## config.mk

```make
export PLATFORM = sky130hd
export DESIGN_NAME = sbus_to_dual_dac_mapper_flat
export DESIGN_NICKNAME = d
export VERILOG_FILES = /design/src/hdl/sbdm_pkg.sv /design/src/hdl/sbdm_if.sv /design/src/hdl/sbdm_frame.sv /design/src/hdl/sbdm_chan.sv /design/src/hdl/sbus_to_dual_dac_mapper.sv /design/src/flat_wrapper.sv
export SDC_FILE = /design/constraint.sdc
export NUM_CORES = 2
export LEC_CHECK = 0
export ABC_AREA = 1
export BUFFER_PORTS_ARGS = -buffer_cell sky130_fd_sc_hd__buf_2
export CAP_MARGIN = 20
export CORE_MARGIN = 4
export CORE_UTILIZATION = 60
export CTS_CLUSTER_SIZE = 24
export DETAILED_ROUTE_END_ITERATION = 10
export GPL_TIMING_DRIVEN = 0
export PLACE_DENSITY = 0.82
export REMOVE_ABC_BUFFERS = 1
export SYNTH_ARGS = -nofsm -noshare
export SYNTH_HDL_FRONTEND = slang
export SYNTH_SLANG_ARGS = --single-unit
```

## constraint.sdc

```tcl
create_clock -name clk -period 19 [get_ports clk]
set_input_delay 1.9 -clock clk [delete_from_list [all_inputs] [get_ports clk]]
set_output_delay 1.9 -clock clk [all_outputs]
set_load 0.02 [all_outputs]
```

## src/hdl/sbdm_pkg.sv

```systemverilog
`default_nettype none

package sbdm_pkg;

	// Frame layout
	localparam int FRAME_BYTES = 25;
	localparam int IDX_W       = 5;
	localparam int BODY_FIRST  = 1;
	localparam int BODY_LAST   = 22;
	localparam int BODY_BITS   = 8 * (BODY_LAST - BODY_FIRST + 1);
	localparam int CH_BITS     = 11;
	localparam int CH_SEL_W    = 4;

	localparam logic [7:0] SYNC_BYTE    = 8'h0F;
	localparam logic [7:0] ZERO_BYTE    = 8'h00;
	localparam int         FAILSAFE_POS = 3;

	// Smoothing filter, unsigned 11.F fixed point
	localparam int FILT_FRAC = 8;
	localparam int FILT_W    = CH_BITS + FILT_FRAC;

	// Output mapping
	localparam int CODE_W   = 12;
	localparam int DB_W     = 8;
	localparam int COEF_W   = 12;
	localparam int PROD_W   = CH_BITS + COEF_W;
	localparam int RECIP_W  = 23;
	localparam int RECIP_SH = 32;

	localparam logic [CH_BITS-1:0] MID_VALUE   = 11'd1000;
	localparam logic [CODE_W-1:0]  CENTER_CODE = 12'd1817;
	localparam logic [CODE_W-1:0]  MAX_CODE    = 12'd4095;
	localparam logic [COEF_W-1:0]  COEF_UPPER  = 12'd2278;
	localparam logic [COEF_W-1:0]  COEF_LOWER  = 12'd1817;

	// Ceiling reciprocals of the two divisors (1047 above center, 1000 below).
	// Products stay below 2^23, so the rounding error never reaches 1/divisor
	// and the truncated quotient is exact without a correction step.
	localparam longint unsigned RECIP_HI_L = ((64'd1 << RECIP_SH) + 64'd1046) / 64'd1047;
	localparam longint unsigned RECIP_LO_L = ((64'd1 << RECIP_SH) + 64'd999) / 64'd1000;
	localparam logic [RECIP_W-1:0] RECIP_HI = RECIP_W'(RECIP_HI_L);
	localparam logic [RECIP_W-1:0] RECIP_LO = RECIP_W'(RECIP_LO_L);

	localparam logic [FILT_W-1:0] FILT_RESET = {MID_VALUE, {FILT_FRAC{1'b0}}};

	// Configuration register indexes
	localparam int CFG_IDX_W = 3;
	localparam int CFG_DATA_W = 8;
	localparam logic [CFG_IDX_W-1:0] CFG_LEFT_CH   = 3'd0;
	localparam logic [CFG_IDX_W-1:0] CFG_RIGHT_CH  = 3'd1;
	localparam logic [CFG_IDX_W-1:0] CFG_LEFT_SWAP = 3'd2;
	localparam logic [CFG_IDX_W-1:0] CFG_RIGHT_SWAP = 3'd3;
	localparam logic [CFG_IDX_W-1:0] CFG_DEADBAND  = 3'd4;

	// Frame decoder status toward the top level
	typedef struct packed {
		logic last_slot;  // next stored byte completes the frame
		logic done_s1;    // a good frame was just captured
	} frame_stat_t;

	// Stage enables for the channel pipelines
	typedef struct packed {
		logic s1;
		logic s2;
		logic s3;
	} stage_en_t;

endpackage

`default_nettype wire

```

## src/hdl/sbdm_if.sv

```systemverilog
`default_nettype none

// Byte request channel
interface sbdm_in_if;
	import sbdm_pkg::*;

	logic       valid;
	logic       ready;
	logic [7:0] rx_byte;

	modport source (output valid, output rx_byte, input ready);
	modport sink (input valid, input rx_byte, output ready);
endinterface

// Result request channel
interface sbdm_out_if;
	import sbdm_pkg::*;

	logic              valid;
	logic              ready;
	logic [CODE_W-1:0] left_code;
	logic [CODE_W-1:0] right_code;
	logic [CH_BITS-1:0] left_raw;
	logic [CH_BITS-1:0] right_raw;

	modport source (output valid, output left_code, output right_code,
		output left_raw, output right_raw, input ready);
	modport sink (input valid, input left_code, input right_code,
		input left_raw, input right_raw, output ready);
endinterface

`default_nettype wire

```

## src/hdl/sbdm_frame.sv

```systemverilog
`default_nettype none

module sbdm_frame (
	input  wire logic                          clk,
	input  wire logic                          arst_n,
	input  wire logic                          accept,
	input  wire logic [7:0]                    rx_byte,
	input  wire logic [sbdm_pkg::CH_SEL_W-1:0] left_ch,
	input  wire logic [sbdm_pkg::CH_SEL_W-1:0] right_ch,
	output sbdm_pkg::frame_stat_t              stat,
	output logic [sbdm_pkg::CH_BITS-1:0]       left_raw_s1,
	output logic [sbdm_pkg::CH_BITS-1:0]       right_raw_s1
);
	import sbdm_pkg::*;

	logic [IDX_W-1:0]     idx_q;
	logic [7:0]           prev_q;
	logic                 sync_ok_q;
	logic [BODY_BITS-1:0] body_q;
	logic                 done_s1;

	logic             resync;
	logic [IDX_W-1:0] idx_eff;
	logic             wr;
	logic             done;

	// Sync pair restarts the index; bytes past a full frame are dropped
	always_comb begin
		resync  = (prev_q == ZERO_BYTE) && (rx_byte == SYNC_BYTE);
		idx_eff = resync ? '0 : idx_q;
		wr      = accept && (idx_eff < IDX_W'(FRAME_BYTES));
		// byte 23 is the byte accepted just before the last one
		done    = wr && (idx_eff == IDX_W'(FRAME_BYTES - 1)) && sync_ok_q &&
			!prev_q[FAILSAFE_POS];
	end

	// Index, previous byte and completion flag
	always_ff @(posedge clk or negedge arst_n) begin
		if (!arst_n) begin
			idx_q   <= '0;
			prev_q  <= '0;
			done_s1 <= 1'b0;
		end else begin
			done_s1 <= done;
			if (accept) begin
				prev_q <= rx_byte;
				if (wr)
					idx_q <= idx_eff + IDX_W'(1);
			end
		end
	end

	// Frame body storage, one byte lane per position
	always_ff @(posedge clk) begin
		if (wr && (idx_eff == '0))
			sync_ok_q <= (rx_byte == SYNC_BYTE);
		for (int i = BODY_FIRST; i <= BODY_LAST; i++) begin
			if (wr && (idx_eff == IDX_W'(i)))
				body_q[8*(i-BODY_FIRST) +: 8] <= rx_byte;
		end
	end

	// Channel extraction at frame completion
	always_ff @(posedge clk) begin
		if (done) begin
			left_raw_s1  <= body_q[CH_BITS*left_ch +: CH_BITS];
			right_raw_s1 <= body_q[CH_BITS*right_ch +: CH_BITS];
		end
	end

	assign stat.last_slot = (idx_q == IDX_W'(FRAME_BYTES - 1));
	assign stat.done_s1   = done_s1;

endmodule

`default_nettype wire

```

## src/hdl/sbdm_chan.sv

```systemverilog
`default_nettype none

module sbdm_chan (
	input  wire logic                        clk,
	input  wire logic                        arst_n,
	input  sbdm_pkg::stage_en_t              en,
	input  wire logic                        swap,
	input  wire logic [sbdm_pkg::DB_W-1:0]   deadband,
	input  wire logic [sbdm_pkg::CH_BITS-1:0] raw_s1,
	output logic [sbdm_pkg::CODE_W-1:0]      code,
	output logic [sbdm_pkg::CH_BITS-1:0]     raw_out
);
	import sbdm_pkg::*;

	localparam logic [FILT_W-1:0] MID_FX = {MID_VALUE, {FILT_FRAC{1'b0}}};
	localparam int SUM_W  = FILT_W + 1;
	localparam int MULQ_W = PROD_W + RECIP_W;

	logic [FILT_W-1:0]  filt_q;
	logic [FILT_W-1:0]  f_s2;
	logic [CH_BITS-1:0] raw_s2, raw_s3, raw_s4;
	logic [PROD_W-1:0]  p_s3;
	logic               cen_s3, above_s3, cen_s4, above_s4;
	logic [CODE_W-1:0]  q_s4;

	logic [SUM_W-1:0]   sum;
	logic [FILT_W-1:0]  f_new;
	logic [FILT_W-1:0]  diff;
	logic               cen, above;
	logic [CH_BITS-1:0] x, op;
	logic [COEF_W-1:0]  coef;
	logic [MULQ_W-1:0]  mq;

	// Smoothing step: f = (f + new) / 2, truncated
	always_comb begin
		sum   = SUM_W'(filt_q) + SUM_W'({raw_s1, {FILT_FRAC{1'b0}}});
		f_new = sum[SUM_W-1:1];
	end

	always_ff @(posedge clk or negedge arst_n) begin
		if (!arst_n)
			filt_q <= FILT_RESET;
		else if (en.s1)
			filt_q <= f_new;
	end

	always_ff @(posedge clk) begin
		if (en.s1) begin
			f_s2   <= f_new;
			raw_s2 <= raw_s1;
		end
	end

	// Center zone test and numerator of the linear map
	always_comb begin
		above = (f_s2 > MID_FX);
		diff  = above ? (f_s2 - MID_FX) : (MID_FX - f_s2);
		cen   = (diff < FILT_W'({deadband, {FILT_FRAC{1'b0}}}));
		x     = f_s2[FILT_W-1:FILT_FRAC];
		op    = above ? (x - MID_VALUE) : x;
		coef  = (above == swap) ? COEF_UPPER : COEF_LOWER;
	end

	always_ff @(posedge clk) begin
		if (en.s2) begin
			p_s3     <= PROD_W'(op) * PROD_W'(coef);
			cen_s3   <= cen;
			above_s3 <= above;
			raw_s3   <= raw_s2;
		end
	end

	// Constant division by reciprocal multiply
	assign mq = MULQ_W'(p_s3) * MULQ_W'(above_s3 ? RECIP_HI : RECIP_LO);

	always_ff @(posedge clk) begin
		if (en.s3) begin
			q_s4     <= mq[RECIP_SH +: CODE_W];
			cen_s4   <= cen_s3;
			above_s4 <= above_s3;
			raw_s4   <= raw_s3;
		end
	end

	// Final code around the center
	always_comb begin
		priority if (cen_s4)
			code = CENTER_CODE;
		else if (above_s4)
			code = swap ? (CENTER_CODE + q_s4) : (CENTER_CODE - q_s4);
		else
			code = swap ? q_s4 : (MAX_CODE - q_s4);
	end

	assign raw_out = raw_s4;

endmodule

`default_nettype wire

```

## src/hdl/sbus_to_dual_dac_mapper.sv

```systemverilog
// SBUS byte stream to dual DAC code mapper.
//
// in_ch carries one received SBUS byte per request; out_ch carries one
// result per good frame: two 12-bit DAC codes and the two raw 11-bit
// channel values they came from. cfg_we/cfg_idx/cfg_data write the channel
// selects, swap bits and deadband; write them only while no frame is in
// flight.
//
// Throughput: one byte per cycle while in_ch.ready is high. A result appears
// on out_ch once the request that carries the 25th byte of a good frame has
// passed capture and extraction, filter update, center test and numerator
// multiply, reciprocal multiply and the output register.
// Backpressure: the output register holds one result. in_ch.ready drops
// only when the next stored byte would complete a frame while a result is
// still in the pipeline or waiting on out_ch; all other bytes are taken
// while out_ch is stalled.
// Reset (arst_n low) clears the frame index, the previous byte, the
// pipeline valids and the output valid, returns both filters to 1000.0
// and loads the default configuration.

`default_nettype none

module sbus_to_dual_dac_mapper (
	input  wire logic                            clk,
	input  wire logic                            arst_n,
	sbdm_in_if.sink                              in_ch,
	sbdm_out_if.source                           out_ch,
	input  wire logic                            cfg_we,
	input  wire logic [sbdm_pkg::CFG_IDX_W-1:0]  cfg_idx,
	input  wire logic [sbdm_pkg::CFG_DATA_W-1:0] cfg_data
);
	import sbdm_pkg::*;

	logic [CH_SEL_W-1:0] left_ch_q, right_ch_q;
	logic                left_swap_q, right_swap_q;
	logic [DB_W-1:0]     deadband_q;

	frame_stat_t         fstat;
	stage_en_t           en;
	logic                v_s2, v_s3, v_s4;
	logic                out_valid_q;
	logic                busy;
	logic                accept;

	logic [CH_BITS-1:0]  left_raw_s1, right_raw_s1;
	logic [CODE_W-1:0]   left_code, right_code;
	logic [CH_BITS-1:0]  left_raw, right_raw;

	logic [CODE_W-1:0]   left_code_q, right_code_q;
	logic [CH_BITS-1:0]  left_raw_q, right_raw_q;

	// Configuration registers
	always_ff @(posedge clk or negedge arst_n) begin
		if (!arst_n) begin
			left_ch_q    <= CH_SEL_W'(0);
			right_ch_q   <= CH_SEL_W'(2);
			left_swap_q  <= 1'b0;
			right_swap_q <= 1'b1;
			deadband_q   <= DB_W'(20);
		end else if (cfg_we) begin
			unique case (cfg_idx)
				CFG_LEFT_CH:    left_ch_q    <= cfg_data[CH_SEL_W-1:0];
				CFG_RIGHT_CH:   right_ch_q   <= cfg_data[CH_SEL_W-1:0];
				CFG_LEFT_SWAP:  left_swap_q  <= cfg_data[0];
				CFG_RIGHT_SWAP: right_swap_q <= cfg_data[0];
				CFG_DEADBAND:   deadband_q   <= cfg_data[DB_W-1:0];
				default: ;
			endcase
		end
	end

	// Input flow control: hold only the frame-completing byte
	assign busy        = fstat.done_s1 | v_s2 | v_s3 | v_s4 | out_valid_q;
	assign in_ch.ready = !(fstat.last_slot && busy);
	assign accept      = in_ch.valid && in_ch.ready;

	sbdm_frame u_frame (
		.clk          (clk),
		.arst_n       (arst_n),
		.accept       (accept),
		.rx_byte      (in_ch.rx_byte),
		.left_ch      (left_ch_q),
		.right_ch     (right_ch_q),
		.stat         (fstat),
		.left_raw_s1  (left_raw_s1),
		.right_raw_s1 (right_raw_s1)
	);

	// Pipeline valids
	always_ff @(posedge clk or negedge arst_n) begin
		if (!arst_n) begin
			v_s2 <= 1'b0;
			v_s3 <= 1'b0;
			v_s4 <= 1'b0;
		end else begin
			v_s2 <= fstat.done_s1;
			v_s3 <= v_s2;
			v_s4 <= v_s3;
		end
	end

	assign en.s1 = fstat.done_s1;
	assign en.s2 = v_s2;
	assign en.s3 = v_s3;

	sbdm_chan u_left (
		.clk      (clk),
		.arst_n   (arst_n),
		.en       (en),
		.swap     (left_swap_q),
		.deadband (deadband_q),
		.raw_s1   (left_raw_s1),
		.code     (left_code),
		.raw_out  (left_raw)
	);

	sbdm_chan u_right (
		.clk      (clk),
		.arst_n   (arst_n),
		.en       (en),
		.swap     (right_swap_q),
		.deadband (deadband_q),
		.raw_s1   (right_raw_s1),
		.code     (right_code),
		.raw_out  (right_raw)
	);

	// Output register; loaded whenever a result leaves the last stage, emptied when out_ch takes it
	always_ff @(posedge clk or negedge arst_n) begin
		if (!arst_n)
			out_valid_q <= 1'b0;
		else if (v_s4)
			out_valid_q <= 1'b1;
		else if (out_ch.ready)
			out_valid_q <= 1'b0;
	end

	always_ff @(posedge clk) begin
		if (v_s4) begin
			left_code_q  <= left_code;
			right_code_q <= right_code;
			left_raw_q   <= left_raw;
			right_raw_q  <= right_raw;
		end
	end

	assign out_ch.valid      = out_valid_q;
	assign out_ch.left_code  = left_code_q;
	assign out_ch.right_code = right_code_q;
	assign out_ch.left_raw   = left_raw_q;
	assign out_ch.right_raw  = right_raw_q;

endmodule

`default_nettype wire

```

## src/flat_wrapper.sv

```systemverilog
// flat-port wrapper written by rule: the top's interface ports become plain ports
module sbus_to_dual_dac_mapper_flat import sbdm_pkg::*;
  (clk, arst_n, cfg_we, cfg_idx, cfg_data, in_ch_valid, in_ch_rx_byte, in_ch_ready, out_ch_valid, out_ch_left_code, out_ch_right_code, out_ch_left_raw, out_ch_right_raw, out_ch_ready);
  sbdm_in_if in_ch_i ();
  sbdm_out_if out_ch_i ();
  input  wire logic clk;
  input  wire logic arst_n;
  input  wire logic cfg_we;
  input  wire logic [sbdm_pkg::CFG_IDX_W-1:0] cfg_idx;
  input  wire logic [sbdm_pkg::CFG_DATA_W-1:0] cfg_data;
  input wire logic [$bits(in_ch_i.valid)-1:0] in_ch_valid;
  input wire logic [$bits(in_ch_i.rx_byte)-1:0] in_ch_rx_byte;
  output wire logic [$bits(in_ch_i.ready)-1:0] in_ch_ready;
  output wire logic [$bits(out_ch_i.valid)-1:0] out_ch_valid;
  output wire logic [$bits(out_ch_i.left_code)-1:0] out_ch_left_code;
  output wire logic [$bits(out_ch_i.right_code)-1:0] out_ch_right_code;
  output wire logic [$bits(out_ch_i.left_raw)-1:0] out_ch_left_raw;
  output wire logic [$bits(out_ch_i.right_raw)-1:0] out_ch_right_raw;
  input wire logic [$bits(out_ch_i.ready)-1:0] out_ch_ready;
  assign in_ch_i.valid = in_ch_valid;
  assign in_ch_i.rx_byte = in_ch_rx_byte;
  assign in_ch_ready = in_ch_i.ready;
  assign out_ch_valid = out_ch_i.valid;
  assign out_ch_left_code = out_ch_i.left_code;
  assign out_ch_right_code = out_ch_i.right_code;
  assign out_ch_left_raw = out_ch_i.left_raw;
  assign out_ch_right_raw = out_ch_i.right_raw;
  assign out_ch_i.ready = out_ch_ready;
  sbus_to_dual_dac_mapper u_core (.clk(clk), .arst_n(arst_n), .in_ch(in_ch_i), .out_ch(out_ch_i), .cfg_we(cfg_we), .cfg_idx(cfg_idx), .cfg_data(cfg_data));
endmodule
```

==> flow_results.xml <==
<?xml version="1.0" encoding="UTF-8"?>
<metrics>
  <group name="critical_path">
    <metric name="worstPathArrival" unit="ns">7.58</metric>
    <metric name="critical_path_sink_type" unit="">flop</metric>
    <metric name="worst_path_required_time" unit="ns">19.37</metric>
    <metric name="worst-setup-path-type" unit="">flop to flop</metric>
    <metric name="critical-path-slowest-cell" unit="">fa_1</metric>
    <metric name="critical-path-top-delay-family" unit="">adder cells</metric>
    <metric name="critical_path.max_fanout" unit="">18</metric>
    <metric name="worstSetupStartpointType" unit="">flop</metric>
    <metric name="cp_slowest_stage_delay" unit="ns">0.57</metric>
    <metric name="cp.buffers_inverters" unit="">7</metric>
  </group>
  <group name="floorplan">
    <metric name="rows" unit="">108</metric>
    <metric name="initial_utilization" unit="">0.609</metric>
    <metric name="floorplan.io_pins" unit="">72</metric>
    <metric name="placeableCoreArea" unit="um^2">87300</metric>
    <metric name="fp.dieW" unit="um">306</metric>
    <metric name="die-height" unit="um">306</metric>
    <metric name="dieArea" unit="um^2">93400</metric>
  </group>
  <group name="synthesis">
    <metric name="synth-edff-count" unit="">427</metric>
    <metric name="yosys_warnings" unit="">0</metric>
    <metric name="synth_seq_area_share" unit="">0.275</metric>
    <metric name="synthCells" unit="">5790</metric>
    <metric name="yosysUniqueCellTypes" unit="">56</metric>
    <metric name="ys_top_cells_by_area" unit="">fa_1 24%, edfxtp_1 24%, ha_1 15%</metric>
    <metric name="postSynth.topFlopCell" unit="">edfxtp_1</metric>
    <metric name="yosysMostFrequentCell" unit="">inv_1</metric>
    <metric name="synth_area" unit="um^2">53200</metric>
    <metric name="ys_top_cells_by_count" unit="">1456 x inv_1, 856 x nand2_1, 646 x fa_1</metric>
    <metric name="count_of_state_elements_after_synthesis" unit="">499</metric>
    <metric name="post_synth.cell_area_avg" unit="um^2">9.18</metric>
    <metric name="synth_largest_type_area_fraction" unit="">0.243</metric>
    <metric name="synth_area_leader_cell" unit="">fa_1</metric>
    <metric name="async_flop_share" unit="">0.144</metric>
  </group>
  <group name="power_and_ir_drop">
    <metric name="powerDensity" unit="nW/um^2">116</metric>
    <metric name="pwr-share-seq" unit="">0.228</metric>
    <metric name="p_comb_frac" unit="">0.608</metric>
    <metric name="leak" unit="nW">28.7</metric>
    <metric name="switching_power" unit="W">0.00308</metric>
    <metric name="power_frac_clock" unit="">0.164</metric>
    <metric name="power.switching_fraction" unit="">0.469</metric>
    <metric name="vdd_ir_drop_max" unit="mV">0.115</metric>
    <metric name="internal" unit="W">0.00350</metric>
  </group>
  <group name="layout">
    <metric name="syn_to_final_growth" unit="%">6.73</metric>
    <metric name="final_core_utilization" unit="">0.650</metric>
    <metric name="nNetsFinal" unit="">7134</metric>
    <metric name="stdcell_area" unit="um^2">56800</metric>
    <metric name="final_layout_size_suffix_gt1_frac" unit="">0.0427</metric>
    <metric name="insertedDiodeCount" unit="">0</metric>
  </group>
  <group name="sta">
    <metric name="finClkSkew" unit="ns">0.0600</metric>
    <metric name="timing_worst_slew_pin_value" unit="ns">1.20</metric>
    <metric name="fin_crit_sh" unit="">0.380</metric>
    <metric name="max_freq" unit="MHz">139</metric>
    <metric name="finalHoldViolCount" unit="">0</metric>
    <metric name="setup_violations" unit="">0</metric>
    <metric name="grt_setup_unrepaired" unit="">no</metric>
    <metric name="post-route-min-period" unit="ns">7.21</metric>
    <metric name="max-slew-margin-rel" unit="">0.200</metric>
    <metric name="setup_tns" unit="ns">0</metric>
    <metric name="timing_max_transition_violations_final" unit="">0</metric>
  </group>
  <group name="global_routing">
    <metric name="grt_pass1_vias" unit="">40873</metric>
    <metric name="grtUsageMet1" unit="">0.393</metric>
    <metric name="grtUsageTotal" unit="">0.294</metric>
    <metric name="global_route.usage.met3" unit="">0.0483</metric>
    <metric name="grt_pass1_wl" unit="um">218000</metric>
    <metric name="grt_util_met2" unit="">0.483</metric>
    <metric name="gr-max-usage-layer" unit="">met2</metric>
    <metric name="grt_overflow_total" unit="">0</metric>
    <metric name="grt_antenna_before_repair" unit="">2</metric>
    <metric name="largest_net_degree_at_the_start_of_global_routing" unit="">95</metric>
  </group>
  <group name="cts">
    <metric name="cts_repair_resize_count" unit="">0</metric>
    <metric name="cts_htree_levels" unit="">2</metric>
    <metric name="clkLatencyLatePin" unit="ns">0.67</metric>
    <metric name="cts_inserted_buffers" unit="">54</metric>
    <metric name="tritoncts" unit="">yes</metric>
    <metric name="clockBufferDepth" unit="">3</metric>
    <metric name="numClockSinks" unit="">499</metric>
    <metric name="cts_setup_buffers" unit="">0</metric>
    <metric name="root_buffer" unit="">clkbuf_16</metric>
    <metric name="cts_hold_buf" unit="">0</metric>
    <metric name="clk_transition_reported_paths" unit="ns">0.06</metric>
  </group>
  <group name="place">
    <metric name="portBuffers" unit="">71</metric>
    <metric name="place.gp.congestion" unit="">0.961</metric>
    <metric name="dp_hpwl" unit="um">109000</metric>
    <metric name="postPlaceCellArea" unit="um^2">54900</metric>
  </group>
  <group name="run_status">
    <metric name="outcome" unit="">completed</metric>
  </group>
  <group name="drt">
    <metric name="firstDrtPassIters" unit="">5</metric>
    <metric name="drt-wirelength-per-cell" unit="um">19.2</metric>
    <metric name="postRouteAntennaNets" unit="">0</metric>
    <metric name="first_iter_violations" unit="">3466</metric>
    <metric name="via_count" unit="">39285</metric>
    <metric name="vias_per_cell" unit="">5.59</metric>
    <metric name="route.detailed.drc" unit="">0</metric>
    <metric name="wl" unit="um">135000</metric>
  </group>
  <group name="min_path">
    <metric name="hold_path.class" unit="">flop to flop</metric>
  </group>
  <group name="flow_run">
    <metric name="drv_cap" unit="">0</metric>
  </group>
</metrics>
per-layer routing:
| metal | up-vias | share of wire | wire (um) |
|---|---|---|---|
| li1 | 18339 | - | - |
| met2 | 1667 | 0.47 | 62900 |
| met3 | 362 | 0.081 | 10900 |
| met1 | 18917 | 0.40 | 54500 |
| met4 | 0 | 0.048 | 6460 |
| met5 | - | 0 | 0 |
layout make-up:
type / count / area, um^2
multi-input cells: 3715 / 32600
fillers: 6964 / 30500
flip-flops and latches: 499 / 14700
inverters: 1471 / 5520
well taps: 1155 / 1450
clock buffers: 63 / 1390
repair buffers: 86 / 707
clock inverters: 38 / 440
metrics by stage:
stage	power, W	hold WS [ns]	setup WS (ns)	instances
after floorplan	0.00439	0.400	12.47	5685
after global placement	0.00535	0.401	10.90	6911
after detailed placement	0.00545	0.405	11.90	6925
after CTS	0.00656	0.410	11.87	7026
after global routing	0.00724	0.423	11.30	7027
final	0.00658	0.412	11.79	7027
cells by family after synthesis:
logic type | Yosys count | share of synthesized area
other | 2 | 0.000141
xor gates and xnor gates | 94 | 0.0155
AOI/OAI and AO/OA | 819 | 0.0861
buffers and inverters | 1588 | 0.113
DFF | 499 | 0.275
muxes | 3 | 0.000635
and+or+nand+nor | 1502 | 0.116
adders and majority gates | 1283 | 0.393
final timing paths:
kind	start	to	slack, ns	cells after the start
hold / removal	u_core.u_left.raw_s3[4]	u_core.u_left.raw_out[4]	0.41	0
max in group asynchronous	arst_n	u_core.right_swap_q	17.19	2
setup reg to reg	u_core.u_left.f_s2[11]	u_core.u_left.p_s3[20]	11.79	26
min in group asynchronous	arst_n	u_core.u_frame.idx_q[1]	1.10	1
hold reg to reg	u_core.u_left.raw_s3[4]	u_core.u_left.raw_out[4]	0.41	0
setup / recovery	u_core.u_left.f_s2[11]	u_core.u_left.p_s3[20]	11.79	26
power by group through the flow:
stage	sequential (W)	clock (W)	combinational, W
final	0.00150	0.00108	0.00400
after global routing	0.00151	0.00114	0.00459
after CTS	0.00150	0.00110	0.00397
after detailed placement	0.00152	0	0.00393
after global placement	0.00154	0	0.00381
after floorplan	0.00150	0	0.00289
sequential cells by signal, indices dropped and copies added, names as in the netlist, 12 cells and up:
signal,count
u_core.u_left.q_s4,12
u_core.u_right.p_s3,23
u_core.out_ch.right_code,12
u_core.u_frame.body_q,176
u_core.u_right.filt_q,18
u_core.u_right.q_s4,12
u_core.out_ch.left_code,12
u_core.u_right.f_s2,19
u_core.u_left.p_s3,23
u_core.u_left.f_s2,19
u_core.u_left.filt_q,18
layout by cell type, fill, tap and decap left out, drive strengths merged, types with 35 or more instances in the layout:
cell	instances
o21ai	324
clkbuf	63
buf	86
ha	637
nor2	353
edfxtp	427
xor2	65
nand4	35
nand3	186
o211ai	44
fa	646
a21oi	309
dfrtp	56
nand2	863
inv	1471
Power figures use the tool's default switching activity.
